File: config.mk
export PLATFORM = sky130hd
export DESIGN_NAME = load_cell_trimmed_mean_scaler_unit
export DESIGN_NICKNAME = d
export VERILOG_FILES = /design/src/lcts_pkg.sv /design/src/load_cell_trimmed_mean_scaler_unit.sv
export VERILOG_INCLUDE_DIRS = /design/src /design/src/src
export SDC_FILE = /design/constraint.sdc
export NUM_CORES = 2
export LEC_CHECK = 0
export ABC_CLOCK_PERIOD_IN_PS = 15400
export BUFFER_PORTS_ARGS = -buffer_cell sky130_fd_sc_hd__buf_2
export CAP_MARGIN = 5
export CORE_MARGIN = 2
export CORE_UTILIZATION = 45
export DETAILED_ROUTE_END_ITERATION = 8
export GPL_TIMING_DRIVEN = 0
export PLACE_DENSITY_LB_ADDON = 0.25
export SYNTH_ARGS = -nofsm -noshare
export SYNTH_HDL_FRONTEND = slang
export SYNTH_SLANG_ARGS = --single-unit
File: constraint.sdc
create_clock -name clk -period 15.4 [get_ports clk]
set_clock_uncertainty 0.05 [all_clocks]
set_input_delay 3.08 -clock clk [delete_from_list [all_inputs] [get_ports clk]]
set_output_delay 3.08 -clock clk [all_outputs]
set_load 0.1 [all_outputs]
File: src/load_cell_trimmed_mean_scaler_unit_macros.svh
// assertion macros for the load cell trimmed mean scaler
`ifndef LOAD_CELL_TRIMMED_MEAN_SCALER_UNIT_MACROS_SVH
`define LOAD_CELL_TRIMMED_MEAN_SCALER_UNIT_MACROS_SVH
`ifndef SYNTHESIS
`define LCTS_ASSERT_HOLDS(label, clk, rst_n, prop) \
	label: assert property (@(posedge clk) disable iff (!rst_n) prop) \
		else $error("lcts check failed");
`define LCTS_ASSERT_NEXT(label, clk, rst_n, ante, cons) \
	label: assert property (@(posedge clk) disable iff (!rst_n) ante |=> cons) \
		else $error("lcts check failed");
`else
`define LCTS_ASSERT_HOLDS(label, clk, rst_n, prop)
`define LCTS_ASSERT_NEXT(label, clk, rst_n, ante, cons)
`endif
`endif

File: src/lcts_pkg.sv
// shared constants for the load cell trimmed mean scaler
package lcts_pkg;

	localparam int GROUP_SIZE_DEF  = 8;
	localparam int SAMPLE_BITS_DEF = 24;
	localparam int TRIM_COUNT      = 2;
	localparam int GAIN_BITS       = 32;
	localparam int GAIN_FRAC_BITS  = 24;
	localparam int OUT_FRAC_BITS   = 8;
	localparam int WEIGHT_BITS     = 32;
	localparam int CFG_DATA_BITS   = 32;
	localparam int CFG_INDEX_BITS  = 2;

	localparam logic [GAIN_BITS-1:0] GAIN_RESET = GAIN_BITS'(1) << GAIN_FRAC_BITS;

	localparam logic [CFG_INDEX_BITS-1:0] REG_TARE = CFG_INDEX_BITS'(0);
	localparam logic [CFG_INDEX_BITS-1:0] REG_GAIN = CFG_INDEX_BITS'(1);

endpackage

File: src/load_cell_trimmed_mean_scaler_unit.sv
// load cell trimmed mean scaler: group accumulate, trim, divide, tare, gain, saturate
// a group's result moves through stages s1 to s5, then the output register
// one item per cycle, but a group's last waits on an output stall; one result per GROUP_SIZE items
// the five-stage result pipeline and output register stall together while a result is not taken
// reset clears the group state, the pipeline valids, the tare (0) and the gain (1.0 in Q8.24)
`include "load_cell_trimmed_mean_scaler_unit_macros.svh"

module load_cell_trimmed_mean_scaler_unit #(
	parameter int GROUP_SIZE  = lcts_pkg::GROUP_SIZE_DEF,
	parameter int SAMPLE_BITS = lcts_pkg::SAMPLE_BITS_DEF
) (
	input  logic                                          clk,
	input  logic                                          arst_n,
	input  logic                                          s_axis_tvalid,
	output logic                                          s_axis_tready,
	// raw_sample
	input  logic [((SAMPLE_BITS+7)/8)*8-1:0]              s_axis_tdata,
	output logic                                          m_axis_tvalid,
	input  logic                                          m_axis_tready,
	// average_count, weight_reading
	output logic [((SAMPLE_BITS+lcts_pkg::WEIGHT_BITS+7)/8)*8-1:0] m_axis_tdata,
	// saturated
	output logic                                          m_axis_tuser,
	input  logic                                          cfg_we,
	input  logic [lcts_pkg::CFG_INDEX_BITS-1:0]           cfg_index,
	input  logic [lcts_pkg::CFG_DATA_BITS-1:0]            cfg_wdata
);

	localparam int OUT_TDATA_BITS = ((SAMPLE_BITS + lcts_pkg::WEIGHT_BITS + 7) / 8) * 8;
	localparam int CNT_BITS   = $clog2(GROUP_SIZE);
	localparam int SUM_BITS   = SAMPLE_BITS + $clog2(GROUP_SIZE);
	localparam int DIV        = GROUP_SIZE - lcts_pkg::TRIM_COUNT;
	localparam int RECIP_BITS = SUM_BITS + 1;
	localparam int RPROD_BITS = SUM_BITS + RECIP_BITS;
	localparam logic [63:0] RECIP_FULL = (64'd1 << SUM_BITS) / 64'(DIV);
	localparam logic [RECIP_BITS-1:0] RECIP = RECIP_FULL[RECIP_BITS-1:0];
	localparam int NET_BITS   = SAMPLE_BITS + 1;
	localparam int SHIFT      = lcts_pkg::GAIN_FRAC_BITS - lcts_pkg::OUT_FRAC_BITS;
	localparam int NPROD_MIN  = NET_BITS + lcts_pkg::GAIN_BITS;
	localparam int NPROD_BITS = (NPROD_MIN > lcts_pkg::WEIGHT_BITS + SHIFT + 1) ?
		NPROD_MIN : lcts_pkg::WEIGHT_BITS + SHIFT + 1;
	localparam int Q_BITS     = NPROD_BITS - SHIFT;
	localparam logic [CNT_BITS-1:0] LAST_CNT = CNT_BITS'(GROUP_SIZE - 1);
	localparam logic [SAMPLE_BITS-1:0] SIGN_FLIP = {1'b1, {(SAMPLE_BITS-1){1'b0}}};
	localparam logic signed [Q_BITS-1:0] Q_HI =
		{{(Q_BITS-lcts_pkg::WEIGHT_BITS+1){1'b0}}, {(lcts_pkg::WEIGHT_BITS-1){1'b1}}};
	localparam logic signed [Q_BITS-1:0] Q_LO =
		{{(Q_BITS-lcts_pkg::WEIGHT_BITS+1){1'b1}}, {(lcts_pkg::WEIGHT_BITS-1){1'b0}}};

	logic [SAMPLE_BITS-1:0]                 tare_q;
	logic signed [lcts_pkg::GAIN_BITS-1:0]  gain_q;

	logic [CNT_BITS-1:0]    count_q;
	logic [SUM_BITS-1:0]    sum_q;
	logic [SAMPLE_BITS-1:0] max_q;
	logic [SAMPLE_BITS-1:0] min_q;

	logic                   valid_s1, valid_s2, valid_s3, valid_s4, valid_s5;
	logic [SUM_BITS-1:0]    sum_s1;
	logic [SAMPLE_BITS-1:0] max_s1, min_s1;
	logic [SUM_BITS-1:0]    trimmed_s2, trimmed_s3;
	logic [RPROD_BITS-1:0]  rprod_s3;
	logic [SAMPLE_BITS-1:0] mean_s4, mean_s5;
	logic signed [NPROD_BITS-1:0] nprod_s5;

	logic                                     out_valid_q;
	logic [SAMPLE_BITS-1:0]                   mean_q;
	logic [lcts_pkg::WEIGHT_BITS-1:0]         weight_q;
	logic                                     sat_q;

	logic                   en;
	logic                   last_sample;
	logic                   in_fire;
	logic [SAMPLE_BITS-1:0] sample;
	logic [SUM_BITS-1:0]    sum_next;
	logic [SAMPLE_BITS-1:0] max_next, min_next;
	logic [SUM_BITS-1:0]    quot_est, rem_est, quot;
	logic signed [NET_BITS-1:0] net;
	logic signed [Q_BITS-1:0]   q_full;

	assign en            = !out_valid_q || m_axis_tready;
	assign last_sample   = (count_q == LAST_CNT);
	assign s_axis_tready = en || !last_sample;
	assign in_fire       = s_axis_tvalid && s_axis_tready;

	assign sample   = s_axis_tdata[SAMPLE_BITS-1:0] ^ SIGN_FLIP;
	assign sum_next = sum_q + SUM_BITS'(sample);
	assign max_next = (sample > max_q) ? sample : max_q;
	assign min_next = (sample < min_q) ? sample : min_q;

	assign quot_est = rprod_s3[SUM_BITS +: SUM_BITS];
	assign rem_est  = trimmed_s3 - SUM_BITS'(quot_est * SUM_BITS'(DIV));
	assign quot     = (rem_est >= SUM_BITS'(DIV)) ? quot_est + SUM_BITS'(1) : quot_est;

	assign net    = signed'({1'b0, mean_s4}) - signed'({1'b0, tare_q});
	assign q_full = Q_BITS'(nprod_s5 >>> SHIFT);

	// configuration registers
	always_ff @(posedge clk or negedge arst_n) begin
		if (!arst_n) begin
			tare_q <= '0;
			gain_q <= signed'(lcts_pkg::GAIN_RESET);
		end else if (cfg_we) begin
			case (cfg_index)
				lcts_pkg::REG_TARE: tare_q <= cfg_wdata[SAMPLE_BITS-1:0];
				lcts_pkg::REG_GAIN: gain_q <= signed'(cfg_wdata[lcts_pkg::GAIN_BITS-1:0]);
				default: ;
			endcase
		end
	end

	// group accumulation
	always_ff @(posedge clk or negedge arst_n) begin
		if (!arst_n) begin
			count_q <= '0;
			sum_q   <= '0;
			max_q   <= '0;
			min_q   <= '1;
		end else if (in_fire) begin
			if (last_sample) begin
				count_q <= '0;
				sum_q   <= '0;
				max_q   <= '0;
				min_q   <= '1;
			end else begin
				count_q <= count_q + CNT_BITS'(1);
				sum_q   <= sum_next;
				max_q   <= max_next;
				min_q   <= min_next;
			end
		end
	end

	// result pipeline valids
	always_ff @(posedge clk or negedge arst_n) begin
		if (!arst_n) begin
			valid_s1    <= 1'b0;
			valid_s2    <= 1'b0;
			valid_s3    <= 1'b0;
			valid_s4    <= 1'b0;
			valid_s5    <= 1'b0;
			out_valid_q <= 1'b0;
		end else if (en) begin
			valid_s1    <= in_fire && last_sample;
			valid_s2    <= valid_s1;
			valid_s3    <= valid_s2;
			valid_s4    <= valid_s3;
			valid_s5    <= valid_s4;
			out_valid_q <= valid_s5;
		end
	end

	// result pipeline data
	always_ff @(posedge clk) begin
		if (en) begin
			sum_s1     <= sum_next;
			max_s1     <= max_next;
			min_s1     <= min_next;
			trimmed_s2 <= sum_s1 - SUM_BITS'(max_s1) - SUM_BITS'(min_s1);
			trimmed_s3 <= trimmed_s2;
			rprod_s3   <= RPROD_BITS'(trimmed_s2) * RPROD_BITS'(RECIP);
			mean_s4    <= quot[SAMPLE_BITS-1:0];
			mean_s5    <= mean_s4;
			nprod_s5   <= NPROD_BITS'(net) * NPROD_BITS'(gain_q);
			mean_q     <= mean_s5;
			if (q_full > Q_HI) begin
				weight_q <= Q_HI[lcts_pkg::WEIGHT_BITS-1:0];
				sat_q    <= 1'b1;
			end else if (q_full < Q_LO) begin
				weight_q <= Q_LO[lcts_pkg::WEIGHT_BITS-1:0];
				sat_q    <= 1'b1;
			end else begin
				weight_q <= q_full[lcts_pkg::WEIGHT_BITS-1:0];
				sat_q    <= 1'b0;
			end
		end
	end

	assign m_axis_tvalid = out_valid_q;
	assign m_axis_tdata  = OUT_TDATA_BITS'({weight_q, mean_q});
	assign m_axis_tuser  = sat_q;

	`LCTS_ASSERT_NEXT(a_group_end_loads, clk, arst_n, (in_fire && last_sample), valid_s1)
	`LCTS_ASSERT_NEXT(a_count_steps, clk, arst_n, (in_fire && !last_sample), (count_q == $past(count_q) + CNT_BITS'(1)))
	`LCTS_ASSERT_HOLDS(a_stall_only_at_end, clk, arst_n, (!s_axis_tready |-> (out_valid_q && !m_axis_tready && last_sample)))
	`LCTS_ASSERT_HOLDS(a_sat_at_bound, clk, arst_n, ((out_valid_q && sat_q) |-> (weight_q == Q_HI[lcts_pkg::WEIGHT_BITS-1:0] || weight_q == Q_LO[lcts_pkg::WEIGHT_BITS-1:0])))
	`LCTS_ASSERT_HOLDS(a_max_over_min, clk, arst_n, ((count_q != '0) |-> (max_q >= min_q)))

endmodule

# After elaboration in Yosys (flattened, before gate mapping)
# Cells that the tools add are included.
# totals
regBits,483
in_bits,63
out_inout_bits,59
elab_cells,60
# op_classes
addsub,7
n_mul,3
magnitude_cmp,5
n_eq_ne,2
mux,9
bitwise_logic,1
reduce_logical,9
# op_table
operator,n
24-bit 2-to-1 mux,5
25-bit by 32-bit multiplier with 57-bit output,1
27-bit by 24-bit subtractor with 27-bit output,2
27-bit by 25-bit multiplier with 52-bit output (second input constant),1
41-bit by 32-bit > comparator with 1-bit output (second input constant),1
41-bit by 32-bit < comparator with 1-bit output (second input constant),1
32-bit 2-to-1 mux,1
27-bit by 24-bit adder with 27-bit output,1
27-bit by 3-bit >= comparator with 1-bit output (second input constant),1
27-bit 2-to-1 mux,1
27-bit subtractor,1
25-bit by 2-bit multiplier with 26-bit output (second input constant),1
24-bit by 24-bit subtractor with 25-bit output,1
24-bit by 1-bit adder with 24-bit output (second input constant),1
24-bit > comparator,1
24-bit < comparator,1
2-bit AND reduction,2
3-bit by 1-bit adder with 3-bit output (second input constant),1
3-bit equality test (second input constant),1
3-bit 2-to-1 mux,1
2-bit by 1-bit equality test with 1-bit output (second input constant),1
1-bit logical AND,2
1-bit zero test,2
2-bit zero test,1
other kinds (3),4

# Depth between registers and ports, before layout
# logic_depth
word_depth,5
mapped_depth,40
mapped_depth_nobuf,39

# Worst setup path after synthesis
# OpenSTA, ideal clock, no wires.
# synth_timing
path_type,input to register
start,input m_axis_tready
end,"register sat_q, in the netlist m_axis_tuser (enable)"
setup_time_ps,647
t_arrival_ps,9056
required_time_ps,14703
setup_slack_ps,5647
cell_stages,3
n_path_buf,1
cell_sequence,nor2b_1 -> clkbuf_1 -> inv_1
# synth_between
elab_chain_len,1
# synth_lines
item,line,rtl
start: declaration,load_cell_trimmed_mean_scaler_unit.sv:19,"input logic m_axis_tready,"
1-bit logical OR,load_cell_trimmed_mean_scaler_unit.sv:81,assign en = !out_valid_q || m_axis_tready;
named net en,load_cell_trimmed_mean_scaler_unit.sv:71,logic en;
end signal: assignment,load_cell_trimmed_mean_scaler_unit.sv:168,sat_q <= 1'b1;
end signal: assignment,load_cell_trimmed_mean_scaler_unit.sv:171,sat_q <= 1'b1;
end signal: assignment,load_cell_trimmed_mean_scaler_unit.sv:174,sat_q <= 1'b0;
end: declaration,load_cell_trimmed_mean_scaler_unit.sv:69,logic sat_q;
# The timed path passes the listed nets, and every way through them passes these cells.
# A chain may end at the register's enable or synchronous reset.

# Worst setup path after layout
# layout_timing
start,register mean_s4[0]
end,register nprod_s5[54] (data pin)
# layout_between
elab_chain_len,2
# layout_lines
item,line,rtl
start: declaration,load_cell_trimmed_mean_scaler_unit.sv:63,"logic [SAMPLE_BITS-1:0] mean_s4, mean_s5;"
start signal: assignment,load_cell_trimmed_mean_scaler_unit.sv:162,mean_s4 <= quot[SAMPLE_BITS-1:0];
24-bit by 24-bit subtractor with 25-bit output,load_cell_trimmed_mean_scaler_unit.sv:95,"assign net = signed'({1'b0, mean_s4}) - signed'({1'b0, tare_q});"
25-bit by 32-bit multiplier with 57-bit output,load_cell_trimmed_mean_scaler_unit.sv:164,nprod_s5 <= NPROD_BITS'(net) * NPROD_BITS'(gain_q);
end signal: assignment,load_cell_trimmed_mean_scaler_unit.sv:164,
end: declaration,load_cell_trimmed_mean_scaler_unit.sv:64,logic signed [NPROD_BITS-1:0] nprod_s5;
# Every way passes these cells.

==> summary.md <==
| Metric | Value |
|---|---|
| Ys Warns | `0` |
| Drc violations | `0` |
| Slew Limit Fails | `5` |
| Drt first pass iters | `6` |
| EDFF count, synth | `299` |
| Routed wire per std cell | `22.0 um` |
| Max incr delay on CP | `0.62 ns` |
| Syn_area_per_cell | `10.4 um^2` |
| Failing checks | `slew limit` |
| Ys flop type | `edfxtp_1` |
| CTS H-tree depth | `2` |
| Synth top cells by count | `1251 x inv_1, 1073 x fa_1, 656 x nand2_1, 591 x ha_1, 299 x edfxtp_1` |
| Hold Crit Class | `flop to flop` |
| Largest cells by area after synthesis | `fa_1 36%, edfxtp_1 15%, ha_1 12%` |
| DP Area | `62900 um^2` |
| Die footprint | `136000 um^2` |
| Longest Clk Path Bufs | `3` |
| Die span in y | `369 um` |
| Clk Latency, worst-skew pair | `0.68 ns` |
| Seq/Total Area, Yosys | `20.9%` |
| CTS resizes | `0` |
| Fill cell count | `12.3k` |
| Synth top area share | `35.9%` |
| CP required | `15.77 ns` |
| HPWL Detailed | `143000 um` |
| Met3 Use GR | `4.58%` |
| Setup TNS Final | `0 ns` |
| Core Footprint | `132000 um^2` |
| Reg clk slew, reported paths | `0.06 ns` |
| CTS tree | `yes` |
| Io pins | `122` |
| Tmin final | `11.72 ns` |
| Cell taking the most area after synthesis | `fa_1` |
| Total global-route track usage | `25.7%` |
| Global route overflow | `0` |
| Port Buf Inserts | `121` |
| Hold Path Origin | `mean_s5[10]` |
| Worst path bufs/invs | `6` |
| Cts hold-fix bufs | `0` |
| Worst Setup Start Kind | `flop` |
| Outcome | `finished, violations left` |
| Share of layout cells above drive strength 1 | `6.03%` |
| Slew of the pin with the lowest slew margin | `1.51 ns` |
| Via density | `5.35` |
| Mapped cell area | `59900 um^2` |
| Post-Synthesis Cells | `5760` |
| Worst R2R Start | `mean_s4[0]` |
| Number of global-route vias before repair | `43.8k` |
| Design area | `64800 um^2` |
| Max-cap violations | `0` |
| Seq cells post-synth | `439` |
| M1 GR Usage | `32.8%` |
| R2R depth | `38` |
| Worst Setup End Kind | `flop` |
| Clk root buf | `clkbuf_16` |
| Routing usage on met2 | `43.4%` |
| Most used cell, CP | `fa_1` |
| TritonCTS Buffers | `55` |
| Endpoints failing hold | `0` |
| DR iter-0 viols | `2905` |
| Syn Nets | `7487` |
| WHS Path Cells | `0` |
| Slew margin rel. | `-0.721%` |
| Largest net degree at the start of global routing | `96` |
| Worst Hold End | `mean_q[10]` |
| Reg2reg setup slack | `3.68 ns` |
| Pre-CTS setup slack | `3.94 ns` |
| Crit-path max FO | `10` |
| Worst EP arrival | `12.10 ns` |
| Yosys cell types | `93` |
| Top-count cell post-synth | `inv_1` |
| Starting Density | `45.4%` |
| First-pass GRT wire length | `263000 um` |
| Critical path class | `flop to flop` |
| Grt peak-use layer | `met2` |
| Async set or reset register ratio after synthesis | `31.9%` |
| Antenna violations before repair | `16` |
| Die X | `369 um` |
| Setup repair bufs after CTS | `0` |
| Fin nets | `7671` |
| RSZ-0062 raised after global routing | `false` |
| Clk sinks | `439` |
| Max Fclk | `85.3 MHz` |
| DRT Wirelength | `170000 um` |
| Final core occ | `49.2%` |
| Kind of cell adding the most delay to the critical path | `adder cells` |
| Num rows | `133` |
| Worst setup path start | `mean_s4[0]` |
| PnR worst setup slack | `3.68 ns` |
| RR Endpoint | `nprod_s5[54]` |
| Crit share post-route | `76.1%` |
| Final Setup Violations | `0` |
| Antenna Violating Nets Remaining | `0` |
| Slowest CP cell | `fa_1` |
| Routed vias | `41.4k` |
| Routability cong. | `0.996` |
| Area delta synth->final | `8.16%` |
[per-layer routing]
| layer | wire, um | vias to the layer above |
|---|---|---|
| met5 | 92 | - |
| met4 | 8120 | 14 |
| met3 | 11400 | 375 |
| met2 | 82500 | 1255 |
| met1 | 68300 | 21289 |
| li1 | - | 18485 |
[sequential cells by signal, indices dropped and copies added (netlist names), 3 cells and up]
register	flops
gain_q	32
sum_s1	27
weight_q	32
mean_q	24
trimmed_s3	26
sum_q	27
tare_q	24
min_s1	24
trimmed_s2	27
mean_s4	24
count_q	3
max_q	24
nprod_s5	41
mean_s5	24
rprod_s3	25
min_q	24
max_s1	24
[per-stage QoR]
step | hold WS, ns | std cells
finish | 0.365 | 7746
CTS | 0.367 | 7744
floorplan | 0.350 | 5760
global placement | 0.356 | 7636
global route | 0.377 | 7745
detailed placement | 0.356 | 7642
[cell families (layout without fill, tap and decap cells)]
logic type | after synthesis | after routing | share of synthesized area (%)
buffers and inverters | 1437 | 1666 | 9.04
flip-flops | 439 | 439 | 20.9
AO/OA/AOI/OAI | 647 | 647 | 7.38
XOR/XNOR | 190 | 190 | 2.78
AND/OR/NAND/NOR | 1319 | 1319 | 10.5
other | 0 | 2 | 0
adder cells (fa/ha/maj) | 1664 | 1664 | 48.2
multiplexers | 64 | 64 | 1.21
[layout by cell type, fill, tap and decap left out, types with 26 or more instances in the layout]
| cell type | synthesis | routed |
|---|---|---|
| fa_1 | 1073 | 1073 |
| and2_1 | 241 | 241 |
| o21a_1 | 61 | 61 |
| edfxtp_1 | 299 | 299 |
| dfrtp_1 | 115 | 115 |
| clkbuf_1 | 178 | 186 |
| nand2_1 | 656 | 656 |
| mux2_2 | 61 | 61 |
| ha_1 | 591 | 591 |
| xor2_1 | 61 | 61 |
| a22o_1 | 45 | 45 |
| nor2b_1 | 54 | 54 |
| inv_1 | 1251 | 1250 |
| a21o_1 | 75 | 75 |
| nand4_1 | 29 | 29 |
| a21oi_1 | 134 | 134 |
| nand2b_1 | 26 | 26 |
| buf_2 | 3 | 123 |
| clkbuf_16 | 0 | 58 |
| xnor2_1 | 129 | 128 |
| nor3_1 | 43 | 43 |
| nand3_1 | 41 | 41 |
| nor2_1 | 129 | 129 |
| and3_1 | 29 | 29 |
| o21ai_0 | 131 | 131 |
[how the worst max path moves through the flow]
stage | to | slack (ns) | depth (start not counted)
floorplan | m_axis_tuser | 5.65 | 3
global placement | mean_q[1] | 2.27 | 4
detailed placement | nprod_s5[54] | 3.94 | 38
CTS | nprod_s5[54] | 3.88 | 38
global route | nprod_s5[54] | 3.25 | 38
finish | nprod_s5[54] | 3.68 | 38
[final cells by class]
type	count	area, um^2	share of cell area, %
antenna	2	5.00	0.00773
buffer	186	721	1.11
clock buffer	74	1590	2.46
clock inverter	28	325	0.502
inverter	1251	4700	7.26
multi-input combinational	3884	42000	64.8
sequential	439	12500	19.3
tap	1755	2200	3.39
timing repair buffer	127	744	1.15
Power is left out: the tool's default activity adds up to more than one toggle a clock period on the data nets, which glitch-free logic cannot reach.
